<file path="src/rtl/rct_pkg.sv">
`timescale 1ns / 1ps

package rct_pkg;

  // Fixed field widths
  localparam int MODE_W    = 2;
  localparam int RUN_W     = 7;
  localparam int COEF_W    = 32;
  localparam int COEF_FRAC = 30;

  // Limb size of the shared multipliers
  localparam int LIMB_W  = 32;
  localparam int LIMB_SH = 5;

  // Command queue depth between front and back
  localparam int QDEPTH = 2;
  localparam int QPTR_W = 1;
  localparam int QFILL_W = 2;

  // Item modes
  localparam logic [MODE_W-1:0] MODE_DIR_PT  = 2'd0;
  localparam logic [MODE_W-1:0] MODE_INV_PT  = 2'd1;
  localparam logic [MODE_W-1:0] MODE_DIR_ROW = 2'd2;
  localparam logic [MODE_W-1:0] MODE_INV_ROW = 2'd3;

  // Register indexes
  localparam int REG_IDX_W = 3;
  localparam logic [REG_IDX_W-1:0] REG_COS       = 3'd0;
  localparam logic [REG_IDX_W-1:0] REG_SIN       = 3'd1;
  localparam logic [REG_IDX_W-1:0] REG_X_OFF     = 3'd2;
  localparam logic [REG_IDX_W-1:0] REG_Y_OFF     = 3'd3;
  localparam logic [REG_IDX_W-1:0] REG_X_OFF_INV = 3'd4;
  localparam logic [REG_IDX_W-1:0] REG_Y_OFF_INV = 3'd5;

  // 1.0 in Q1.30
  localparam logic [COEF_W-1:0] COS_RESET = 32'h4000_0000;

  typedef enum logic [1:0] {
    ST_IDLE,
    ST_YTERM,
    ST_XTERM,
    ST_ROUND
  } eng_state_t;

  // Classified item as it waits in the queue
  typedef struct packed {
    logic             inv;
    logic [RUN_W-1:0] count;
  } rct_cmd_t;

endpackage

</file>
<file path="src/rtl/rct_front.sv">
`timescale 1ns / 1ps

module rct_front #(
  parameter int MAX_RUN     = 64,
  parameter int COORD_WIDTH = 48
) (
  input  logic                                                   clk,
  input  logic                                                   rst,
  input  logic                                                   s_tvalid,
  output logic                                                   s_tready,
  input  logic [((3*COORD_WIDTH + rct_pkg::RUN_W + 7)/8)*8-1:0] s_tdata,
  input  logic [rct_pkg::MODE_W-1:0]                             s_tuser,
  output logic                                                   q_valid,
  input  logic                                                   q_pop,
  output rct_pkg::rct_cmd_t                                      q_cmd,
  output logic [COORD_WIDTH-1:0]                                 q_x,
  output logic [COORD_WIDTH-1:0]                                 q_y,
  output logic [COORD_WIDTH-1:0]                                 q_step
);

  logic [COORD_WIDTH-1:0]    in_x;
  logic [COORD_WIDTH-1:0]    in_y;
  logic [COORD_WIDTH-1:0]    in_step;
  logic [rct_pkg::RUN_W-1:0] in_run;
  logic [rct_pkg::RUN_W-1:0] run_clip;
  rct_pkg::rct_cmd_t         cmd;
  logic                      push;

  rct_pkg::rct_cmd_t         cmd_mem  [rct_pkg::QDEPTH];
  logic [COORD_WIDTH-1:0]    x_mem    [rct_pkg::QDEPTH];
  logic [COORD_WIDTH-1:0]    y_mem    [rct_pkg::QDEPTH];
  logic [COORD_WIDTH-1:0]    step_mem [rct_pkg::QDEPTH];
  logic [rct_pkg::QPTR_W-1:0]  wr_ptr;
  logic [rct_pkg::QPTR_W-1:0]  rd_ptr;
  logic [rct_pkg::QFILL_W-1:0] fill;

  assign in_x    = s_tdata[0 +: COORD_WIDTH];
  assign in_y    = s_tdata[COORD_WIDTH +: COORD_WIDTH];
  assign in_step = s_tdata[2*COORD_WIDTH +: COORD_WIDTH];
  assign in_run  = s_tdata[3*COORD_WIDTH +: rct_pkg::RUN_W];

  assign run_clip = (in_run > rct_pkg::RUN_W'(MAX_RUN)) ? rct_pkg::RUN_W'(MAX_RUN) : in_run;

  // Classify: a point is a run of one
  always_comb begin
    cmd = '0;
    unique case (s_tuser)
      rct_pkg::MODE_DIR_PT: begin
        cmd.inv   = 1'b0;
        cmd.count = rct_pkg::RUN_W'(1);
      end
      rct_pkg::MODE_INV_PT: begin
        cmd.inv   = 1'b1;
        cmd.count = rct_pkg::RUN_W'(1);
      end
      rct_pkg::MODE_DIR_ROW: begin
        cmd.inv   = 1'b0;
        cmd.count = run_clip;
      end
      rct_pkg::MODE_INV_ROW: begin
        cmd.inv   = 1'b1;
        cmd.count = run_clip;
      end
      default: begin
        cmd = '0;
      end
    endcase
  end

  assign s_tready = (fill != rct_pkg::QFILL_W'(rct_pkg::QDEPTH));
  // Drop empty rows here
  assign push     = s_tvalid && s_tready && (cmd.count != '0);
  assign q_valid  = (fill != '0);

  always_ff @(posedge clk) begin
    if (rst) begin
      wr_ptr <= '0;
      rd_ptr <= '0;
      fill   <= '0;
    end else begin
      if (push) begin
        wr_ptr <= wr_ptr + rct_pkg::QPTR_W'(1);
      end
      if (q_pop) begin
        rd_ptr <= rd_ptr + rct_pkg::QPTR_W'(1);
      end
      if (push && !q_pop) begin
        fill <= fill + rct_pkg::QFILL_W'(1);
      end else if (!push && q_pop) begin
        fill <= fill - rct_pkg::QFILL_W'(1);
      end
    end
  end

  always_ff @(posedge clk) begin
    if (push) begin
      cmd_mem[wr_ptr]  <= cmd;
      x_mem[wr_ptr]    <= in_x;
      y_mem[wr_ptr]    <= in_y;
      step_mem[wr_ptr] <= in_step;
    end
  end

  assign q_cmd  = cmd_mem[rd_ptr];
  assign q_x    = x_mem[rd_ptr];
  assign q_y    = y_mem[rd_ptr];
  assign q_step = step_mem[rd_ptr];

  a_fill_bound: assert property (@(posedge clk) disable iff (rst)
    fill <= rct_pkg::QFILL_W'(rct_pkg::QDEPTH))
    else $error("queue fill beyond depth");

  a_queued_nonempty: assert property (@(posedge clk) disable iff (rst)
    q_valid |-> (q_cmd.count != '0))
    else $error("queued item with zero points");

endmodule

</file>
<file path="config.mk">
export PLATFORM = sky130hd
export DESIGN_NAME = rct_front
export DESIGN_NICKNAME = d
export VERILOG_FILES = /design/src/rtl/rct_pkg.sv /design/src/rtl/rct_front.sv
export SDC_FILE = /design/constraint.sdc
export NUM_CORES = 1
export LEC_CHECK = 0
export BUFFER_PORTS_ARGS = -buffer_cell sky130_fd_sc_hd__clkbuf_2
export CAP_MARGIN = 40
export CELL_PAD_IN_SITES_DETAIL_PLACEMENT = 1
export CELL_PAD_IN_SITES_GLOBAL_PLACEMENT = 1
export CORE_MARGIN = 1.5
export CORE_UTILIZATION = 40
export DETAILED_ROUTE_END_ITERATION = 6
export PLACE_DENSITY = 0.81
export SETUP_SLACK_MARGIN = 0.15
export SYNTH_ARGS = -nofsm -noshare
export SYNTH_HDL_FRONTEND = slang
export SYNTH_SLANG_ARGS = --single-unit
</file>
<file path="constraint.sdc">
create_clock -name clk -period 12.8 [get_ports clk]
set_clock_uncertainty 0.05 [all_clocks]
set_input_delay 1.28 -clock clk [delete_from_list [all_inputs] [get_ports clk]]
set_output_delay 1.28 -clock clk [all_outputs]
set_load 0.01 [all_outputs]
</file>
==> qor.yml, run 1 <==
timing:
  max_freq_ghz: 0.2485
  slew_violations: 0
  fin_setup_tns_ns: 0
  max_slew_margin: 0.4362
  hold_viol: 0
  period_share: 0.3144
  setup_viol: 0
  tightest_slew_ns: 0.8458
  holdWs_ns: 0.4578
  rsz0062_at_grt: "no"
  min_period_ns: 4.024
  setup_ws_ns: 8.776
layout:
  area_growth_pct: 29.04
  nets: 1006
  antennaDiodeCount: 0
  drive_gt1_frac: 0.6037
  final_util: 0.5231
  final.fill_count: 2608
setup_path:
  ff2ff_setup_slack_ns: 10.00
  ff2ff_path_depth: 7
  start_kind: "flip-flop"
  arrival_ns: 2.69
  r2r_start: "fill[0]"
  critPathKind: "flip-flop to output pin"
  cp-end-kind: "output pin"
  cp_max_fo: 59
  crit_required_ns: 11.47
  r2r-end: "step_mem[0][7]"
yosys:
  yosys.cell_types.count: 21
  yosysSeqAreaShare: 0.8217
  syn_area_mm2: 0.01123
  netlist_instances: 509
  ys_ff_latch: 309
  yosys_warnings: 0
  syn_nets: 668
  syn_area_per_cell_um2: 22.06
floorplan:
  die_area_mm2: 0.02909
  start_util: 0.4054
  die_h_um: 170.6
  floorplan.rows: 61
  io_pins: 312
  die_x_um: 170.6
  coreArea_mm2: 0.02771
worst_hold_path:
  hold_start: "fill[1]"
  hold_end: "fill[1]"
  hold_class: "flip-flop to flip-flop"
  min_path_cells: 2
routing:
  drtPass1Iterations: 4
  routed_wl_mm: 24.25
  drtIter0Drc: 287
  drcViolationCount: 0
  dr_total_vias: 5911
  ant_nets: 0
  vias_per_cell: 4.725
  wl_per_cell_um: 19.39
place:
  place.gp.congestion: 0.7125
  placement.io_buffers: 310
  dpl.hpwl_mm: 16.58
  place_ws_ns: 8.974
clocking:
  cts_tree: "built"
  path_clk_slew_ns: 0.06
  ctsLongestPathBuffers: 3
  ctsHoldBuffers: 0
  cts_setup_buffers: 0
  cts_buffers: 34
  cts_root_buf: "clkbuf_16"
  insertion_delay_ns: 0.49
  h-tree-depth: 2
  cts_sinks: 309
  cts_resized: 0
global_route:
  grt_pass1_vias: 6499
  grt_usage: 0.1646
  antenna_found_initial: 1
  grt_first_pass_wirelength_mm: 36.19
  grt_max_degree: 61
  grt_overflow: 0
outcome:
  outcome: "completed"
power_and_ir_drop:
  clkPwrFrac: 0.377
  p_leak_uw: 0.005468
  p_int_uw: 2004
  finalPower_uw: 2602
  switching_power_uw: 598.0
  swShare: 0.2298
  peakVddDrop_uv: 134.9
  power.density_mw_per_mm2: 179.6
  power.share.sequential: 0.487
  combPwrFrac: 0.135
flow_run:
  max_cap_viol_count: 0
## synthesized netlist by cell type (all sizes together)
cell / instances / area (um^2)
or2: 1 / 6.260
and2: 7 / 43.79
nor2: 4 / 15.01
nor2b: 3 / 18.77
xor2: 2 / 17.52
inv: 2 / 7.510
xnor2: 1 / 8.760
o21ai: 2 / 10.01
mux2: 153 / 1727
or4b: 1 / 10.01
edfxtp: 304 / 9129
ha: 1 / 12.51
dfxtp: 5 / 100.1
o211a: 1 / 17.52
clkbuf: 9 / 33.78
a21oi: 1 / 5.000
or3: 1 / 6.260
nand2b: 1 / 6.260
buf: 9 / 45.04
or4: 1 / 11.26
## layer usage
layer	GRT usage	vias to the layer above	routed length, um
met5	0	-	0
met4	0.06079	0	689
met3	0.05390	44	2016
met2	0.3008	224	13090
met1	0.1762	2930	8459
li1	-	2713	-
## area by class of cell
class,instances,area [um^2],area share
clock buffer,48,967.2,0.06674
clock inverter,14,175.2,0.01209
inverter,2,7.507,0.0005180
multi-input combinational,180,1926,0.1329
sequential,309,9233,0.6371
tap,378,473.0,0.03263
timing repair buffer,320,1712,0.1181
## worst max path at each step
| stage | from | to |
|---|---|---|
| floorplan | s_tuser[1] | cmd_mem[0][0] |
| global placement | s_tuser[1] | cmd_mem[0][0] |
| detailed placement | s_tdata[144] | cmd_mem[0][0] |
| CTS | flip-flop | q_step[6] |
| global route | flip-flop | q_y[1] |
| finish | flip-flop | q_step[6] |
## cells in the final DEF (no fill, tap or decap), drive strengths merged, types with 2 or more instances in the layout
cell type  count
dfxtp          5
clkinvlp       2
inv            3
xor2           2
nor2           4
edfxtp       304
nor2b          3
and2           7
mux2         153
bufinv         4
clkinv         7
clkbuf       358
buf           10
o21ai          2
## logic make-up after synthesis
group                      after synthesis  synth area share
xor gates and xnor gates                 3          0.002340
adders and majority gates                1          0.001114
buffers and inverters                   20          0.007687
and+or+nand+nor                         19           0.01047
AOI/OAI and AO/OA                        4          0.002897
DFF                                    309            0.8217
muxes                                  153            0.1537
## power by group through the flow
stage	Combinational [uW]	Sequential [uW]	Clock, uW
2_1_floorplan	196	1300	0
3_3_place_gp	331	1290	0
3_5_place_dp	360	1290	0
4_1_cts	362	1270	1010
5_1_grt	381	1280	1050
6_report	352	1270	982
## through the flow
stage | cells | instance area [um^2]
final | 1251 | 14490
after global routing | 1251 | 14490
after CTS | 1251 | 14490
after detailed placement | 1189 | 13350
after global placement | 1184 | 13230
after floorplan | 509 | 11230
## critical path, stage by stage (launching register included)
cell and delay (ns):
dfxtp_4 0.51, buf_16 0.31, buf_4 0.51, buf_12 0.29, mux2_2 0.39, clkbuf_2 0.14
## registers in the layout, summed over array words and instances, names as in the netlist, named ones only
name,cells
fill,2
wr_ptr,1
y_mem,96
step_mem,96
x_mem,96
cmd_mem,16
rd_ptr,1
No activity file was read; power rests on OpenSTA's default activity.
==> run 2: changes to the inputs <==
==> constraint.sdc (replaced) <==
create_clock -name clk -period 4.2 [get_ports clk]
set_clock_uncertainty 0.05 [all_clocks]
set_input_delay 0.42 -clock clk [delete_from_list [all_inputs] [get_ports clk]]
set_output_delay 0.42 -clock clk [all_outputs]
set_load 0.01 [all_outputs]
==> run 2 against run 1 <==
Net effect: power rose to 3.0 times the previous value; combinational power rose to 3.0 times the previous value; critical path type unchanged; highest routed layer is now met5; largest power group unchanged; routed wire length fell by 1.9%; clock-buffer cell count rose by 1.
==> qor.yml, run 2 (synthesis gave the netlist of run 1 again) <==
global_route:
  use_met2: 0.2800  # was 0.3008
  grt_pass1_vias: 6456  # was 6,499
  met1_usage: 0.1728  # was 0.1762
  antenna_found_initial: 4  # was 1
  grt_max_degree: 112  # was 61
  use_met3: 0.05505  # was 0.05390
  grt_usage: 0.1598  # was 0.1646
  grt_overflow: 0  # unchanged
  grt_first_pass_wirelength_mm: 35.31  # was 36.19 mm
  grt-busiest-layer: "met2"  # unchanged
timing:
  hold_viol: 0  # unchanged
  min_period_ns: 2.851
  slew_violations: 0  # unchanged
  rsz0062_at_grt: "no"  # unchanged
  max_slew_margin: 0.4814  # was 0.4362
  holdWs_ns: 0.06630  # was 0.4578 ns
  fin_setup_tns_ns: 0  # unchanged
  tightest_slew_ns: 0.7780  # was 0.8458 ns
  period_share: 0.6788
  setup_viol: 0  # unchanged
  max_freq_ghz: 0.3508
clocking:
  cts_sinks: 309  # unchanged
  cts_resized: 0  # unchanged
  ctsHoldBuffers: 0  # unchanged
  cts_buffers: 34  # unchanged
  h-tree-depth: 2  # unchanged
  ctsLongestPathBuffers: 3  # unchanged
  insertion_delay_ns: 0.48  # was 0.49 ns
  cts_tree: "built"  # unchanged
  path_clk_slew_ns: 0.06  # about the same
  cts_setup_buffers: 0  # unchanged
  cts_root_buf: "clkbuf_16"  # unchanged
routing:
  dr_total_vias: 5900  # was 5,911
  drtIter0Drc: 307  # was 287
  vias_per_cell: 4.728  # was 4.725
  wl_per_cell_um: 19.06  # was 19.39 um
  drcViolationCount: 0  # unchanged
  ant_nets: 0  # unchanged
  routed_wl_mm: 23.79  # was 24.25 mm
  drtPass1Iterations: 4  # unchanged
place:
  placement.io_buffers: 310  # unchanged
  dpl.hpwl_mm: 16.05  # was 16.58 mm
  place.gp.congestion: 0.6923  # was 0.7125
worst_hold_path:
  hold_class: "input pin to flip-flop"  # was flip-flop to flip-flop
floorplan:
  die_area_mm2: 0.02909  # unchanged
  coreArea_mm2: 0.02771  # unchanged
  die_h_um: 170.6  # unchanged
  start_util: 0.4054  # unchanged
  io_pins: 312  # unchanged
  die_x_um: 170.6  # unchanged
  floorplan.rows: 61  # unchanged
setup_path:
  start_kind: "flip-flop"  # unchanged
  cp_max_fo: 51  # was 59
  critPathKind: "flip-flop to output pin"  # unchanged
  arrival_ns: 2.38  # was 2.69 ns
  cp-end-kind: "output pin"  # unchanged
  crit_required_ns: 3.73  # was 11.47 ns
outcome:
  outcome: "completed"  # unchanged
layout:
  nets: 1003  # was 1,006
  area_growth_pct: 27.82  # was 29.04%
  largestRegisters: "step_mem x96, x_mem x96, y_mem x96"  # unchanged
  layout_common_cells: "clkbuf_2 (310), edfxtp_1 (304), mux2_2 (152)"  # unchanged
  drive_gt1_frac: 0.5991  # was 0.6037
  mostFrequentLayoutCell: "clkbuf_2"  # unchanged
power_and_ir_drop:
  power.density_mw_per_mm2: 536.4  # was 179.6 mW/mm^2
  finalPower_uw: 7700  # was 2602 uW
  peakVddDrop_uv: 301.7  # was 134.9 uV
  p_leak_uw: 0.005406  # was 0.005468 uW
flow_run:
  max_cap_viol_count: 0  # unchanged
[run 2: final cells by class]
| cell class | instances | area [um^2] |
|---|---|---|
| diodes | 2 | 5.005 |
| clock buffers | 49 | 970.9 |
| clock inverters | 11 | 78.83 |
| fillers | 2642 | 13350 |
| inverters | 2 | 7.507 |
| multi-input cells | 180 | 1926 |
| flip-flops and latches | 309 | 9233 |
| well taps | 378 | 473.0 |
| repair buffers | 317 | 1662 |
[run 2: routing by layer]
layer,wire length (um),share of wire
met5,31,0.0013
met1,8606,0.36
met2,12130,0.51
met4,1017,0.043
met3,2011,0.085
[run 2: stage by stage]
step / setup slack [ns] / utilization / cells / cell area (um^2)
after floorplan: 0.6677 / - / 509 / 11240
final: 1.349 / 0.5181 / 1248 / 14360
after CTS: 1.256 / 0.5180 / 1246 / 14350
after global placement: 1.442 / 0.4791 / 1185 / 13270
after detailed placement: 1.790 / 0.4801 / 1186 / 13300
after global routing: 1.164 / 0.5180 / 1247 / 14350
[run 2: worst paths after layout]
check / start / cells past startpoint / slack [ns] / to
max reg2reg: fill[0] / 4 / 2.00 / y_mem[1][29]
max: flip-flop / 3 / 1.35 / q_step[44]
min reg2reg: rd_ptr / 2 / 0.47 / flip-flop
min: s_tdata[43] / 1 / 0.07 / x_mem[0][43]
[run 2: critical path, stage by stage (launching register included)]
cell	delay, ns
dfxtp_4	0.81
buf_4	0.53
mux2_2	0.40
clkbuf_2	0.14
[run 2: where the power goes]
group	internal [uW]	switching [uW]	leakage, uW
registers	3780	97.4	0.00288
logic	455	591	0.00201
clock network	1670	1110	0.000515
total	5910	1790	0.00541
==> run 3: changes to the inputs <==
--- a/config.mk
+++ b/config.mk
@@ -12,7 +12,7 @@
 export CORE_MARGIN = 1.5
 export CORE_UTILIZATION = 40
 export DETAILED_ROUTE_END_ITERATION = 6
-export PLACE_DENSITY = 0.81
+export PLACE_DENSITY = 0.84
 export SETUP_SLACK_MARGIN = 0.15
 export SYNTH_ARGS = -nofsm -noshare
 export SYNTH_HDL_FRONTEND = slang
==> constraint.sdc (replaced) <==
create_clock -name clk -period 2.6 [get_ports clk]
set_clock_uncertainty 0.05 [all_clocks]
set_input_delay 0.26 -clock clk [delete_from_list [all_inputs] [get_ports clk]]
set_output_delay 0.26 -clock clk [all_outputs]
set_load 0.01 [all_outputs]
==> run 3 against run 2 <==
Net effect: flip-flop and latch count did not move; sequential power is 61% higher; via count is 14% higher; cell count up 13%; power increased by 62%; design area is 11% higher; largest power group unchanged.
==> qor.yml, run 3 (synthesis gave the netlist of run 1 again) <==
setup_path:
  max_stage_delay_ns: 0.41  # was 0.81 ns
  cp_slowest_cell: "mux2_2"  # was dfxtp_4
  cp_cell_sequence: "buf_12, mux2_2, clkbuf_2"  # was buf_4, mux2_2, clkbuf_2
  crit_required_ns: 2.29  # was 3.73 ns
  arrival_ns: 1.89  # was 2.38 ns
  start_kind: "flip-flop"  # unchanged
  critPathKind: "flip-flop to output pin"  # unchanged
  cp_max_fo: 78  # was 51
  cp-end-kind: "output pin"  # unchanged
routing:
  drtPass1Iterations: 4  # unchanged
  dr_total_vias: 6718  # was 5,900
  drtIter0Drc: 350  # was 307
  wl_per_cell_um: 21.68  # was 19.06 um
  drcViolationCount: 0  # unchanged
  vias_per_cell: 4.778  # was 4.728
  routed_wl_mm: 30.48  # was 23.79 mm
  ant_nets: 0  # unchanged
floorplan:
  die_h_um: 170.6  # unchanged
  die_x_um: 170.6  # unchanged
  floorplan.rows: 61  # unchanged
  start_util: 0.4054  # unchanged
  die_area_mm2: 0.02909  # unchanged
  io_pins: 312  # unchanged
  coreArea_mm2: 0.02771  # unchanged
layout:
  mostFrequentLayoutCell: "clkbuf_2"  # unchanged
  layout_common_cells: "clkbuf_2 (310), edfxtp_1 (304), mux2_2 (152)"  # unchanged
  final.fill_count: 2606  # was 2,642
  drive_gt1_frac: 0.5137  # was 0.5991
  largestRegisters: "step_mem x96, x_mem x96, y_mem x96"  # unchanged
  area_growth_pct: 41.67  # was 27.82%
  multi_input_area_mm2: 0.001933  # was 0.001926 mm^2
  seq_area_mm2: 0.009234  # was 0.009233 mm^2
  nets: 1157  # was 1,003
  fin_cells: 1406  # was 1,248
timing:
  setup_viol: 0  # unchanged
  rsz0062_at_grt: "no"  # unchanged
  holdWs_ns: 0.04057  # was 0.06630 ns
  hold_viol: 0  # unchanged
  max_slew_margin: 0.6236  # was 0.4814
  fin_setup_tns_ns: 0  # unchanged
  max_freq_ghz: 0.4550
  min_period_ns: 2.198
  slew_violations: 0  # unchanged
  tightest_slew_ns: 0.5646  # was 0.7780 ns
  period_share: 0.8453
global_route:
  grt_max_degree: 79  # was 112
  use_met3: 0.04488  # was 0.05505
  grt_overflow: 0  # unchanged
  grt-busiest-layer: "met2"  # unchanged
  grt_usage: 0.2068  # was 0.1598
  antenna_found_initial: 2  # was 4
  use_met2: 0.4016  # was 0.2800
  grt_pass1_vias: 7642  # was 6,456
  grt_first_pass_wirelength_mm: 45.15  # was 35.31 mm
  met1_usage: 0.2167  # was 0.1728
place:
  placement.io_buffers: 310  # unchanged
  place.gp.congestion: 0.7248  # was 0.6923
  place_inst: 1194  # was 1,186
  dpl.hpwl_mm: 17.35  # was 16.05 mm
clocking:
  cts_sinks: 309  # unchanged
  cts_root_buf: "clkbuf_16"  # unchanged
  h-tree-depth: 1  # was 2
  cts_tree: "built"  # unchanged
  cts_buffers: 31  # was 34
  cts_resized: 0  # unchanged
  path_clk_slew_ns: 0.06  # about the same
  ctsLongestPathBuffers: 3  # unchanged
  insertion_delay_ns: 0.54  # was 0.48 ns
power_and_ir_drop:
  swShare: 0.2477  # was 0.2331
  power.share.sequential: 0.500  # was 0.504
  peakVddDrop_uv: 523.5  # was 301.7 uV
  clkPwrFrac: 0.332  # was 0.360
  p_leak_uw: 0.006043  # was 0.005406 uW
  p_int_uw: 9411  # was 5905 uW
  combPwrFrac: 0.168  # was 0.136
  power.density_mw_per_mm2: 786.3  # was 536.4 mW/mm^2
  switching_power_uw: 3099  # was 1795 uW
worst_hold_path:
  hold_class: "input pin to flip-flop"  # unchanged
outcome:
  outcome: "completed"  # unchanged
flow_run:
  max_cap_viol_count: 0  # unchanged
run 3: cell types whose count changed in the layout (fill, tap and decap cells not counted), sizes merged:
cell         before  now
clkbuf          359  356
inv               3    2
clkinv            9   10
diode             2    6
dlygate4sd3       0  149
buf               7   15
run 3: routing by layer:
metal | share of wire | wire [um]
met1 | 0.35 | 10630
met2 | 0.56 | 17090
met3 | 0.060 | 1831
met4 | 0.031 | 933
met5 | 0 | 0
run 3: power by group through the flow:
stage	Sequential, uW	Clock, uW	Combinational, uW
floorplan	6320	0	971
global placement	6290	0	1830
detailed placement	6340	0	1880
CTS	6240	4210	2090
global route	6300	4410	2240
finish	6260	4150	2100
run 3: path summary, 6_finish.rpt:
kind	startpoint	to	slack [ns]	depth (start not counted)
min	s_tdata[149]	cmd_mem[0][5]	0.04	2
max reg2reg	fill[0]	step_mem[1][11]	0.61	4
max	flip-flop	q_y[37]	0.40	3
min reg2reg	rd_ptr	rd_ptr	0.47	2
run 3: worst max-delay path: cells and delay by family, from the launching register on:
kind / cells / cell delay [ns]
buffers and inverters: 2 / 0.48
muxes: 1 / 0.41
DFF: 1 / 0.37
run 3: metrics by stage:
| stage | util | worst slack, ns | power (uW) | instance area (um^2) |
|---|---|---|---|---|
| floorplan | - | -0.8180 | 7295 | 11250 |
| global placement | 0.4868 | 0.4777 | 8117 | 13490 |
| detailed placement | 0.4868 | 0.4626 | 8225 | 13490 |
| CTS | 0.5737 | 0.3699 | 12530 | 15900 |
| global route | 0.5740 | 0.3231 | 12950 | 15900 |
| finish | 0.5743 | 0.4023 | 12510 | 15910 |
run 3: cell type report:
cell class / count / share of cell area
clock buffer: 46 / 0.05293
timing repair buffer: 474 / 0.2093
multi-input combinational: 180 / 0.1215
antenna: 6 / 0.0009437
tap: 378 / 0.02973
inverter: 2 / 0.0004718
clock inverter: 11 / 0.004718
sequential: 309 / 0.5804
run 3: what timing repair did:
action / CTS / global route
hold buffers: 149 / 0
setup buffers: 0 / 0
hold endpoints to repair: 296 / 0
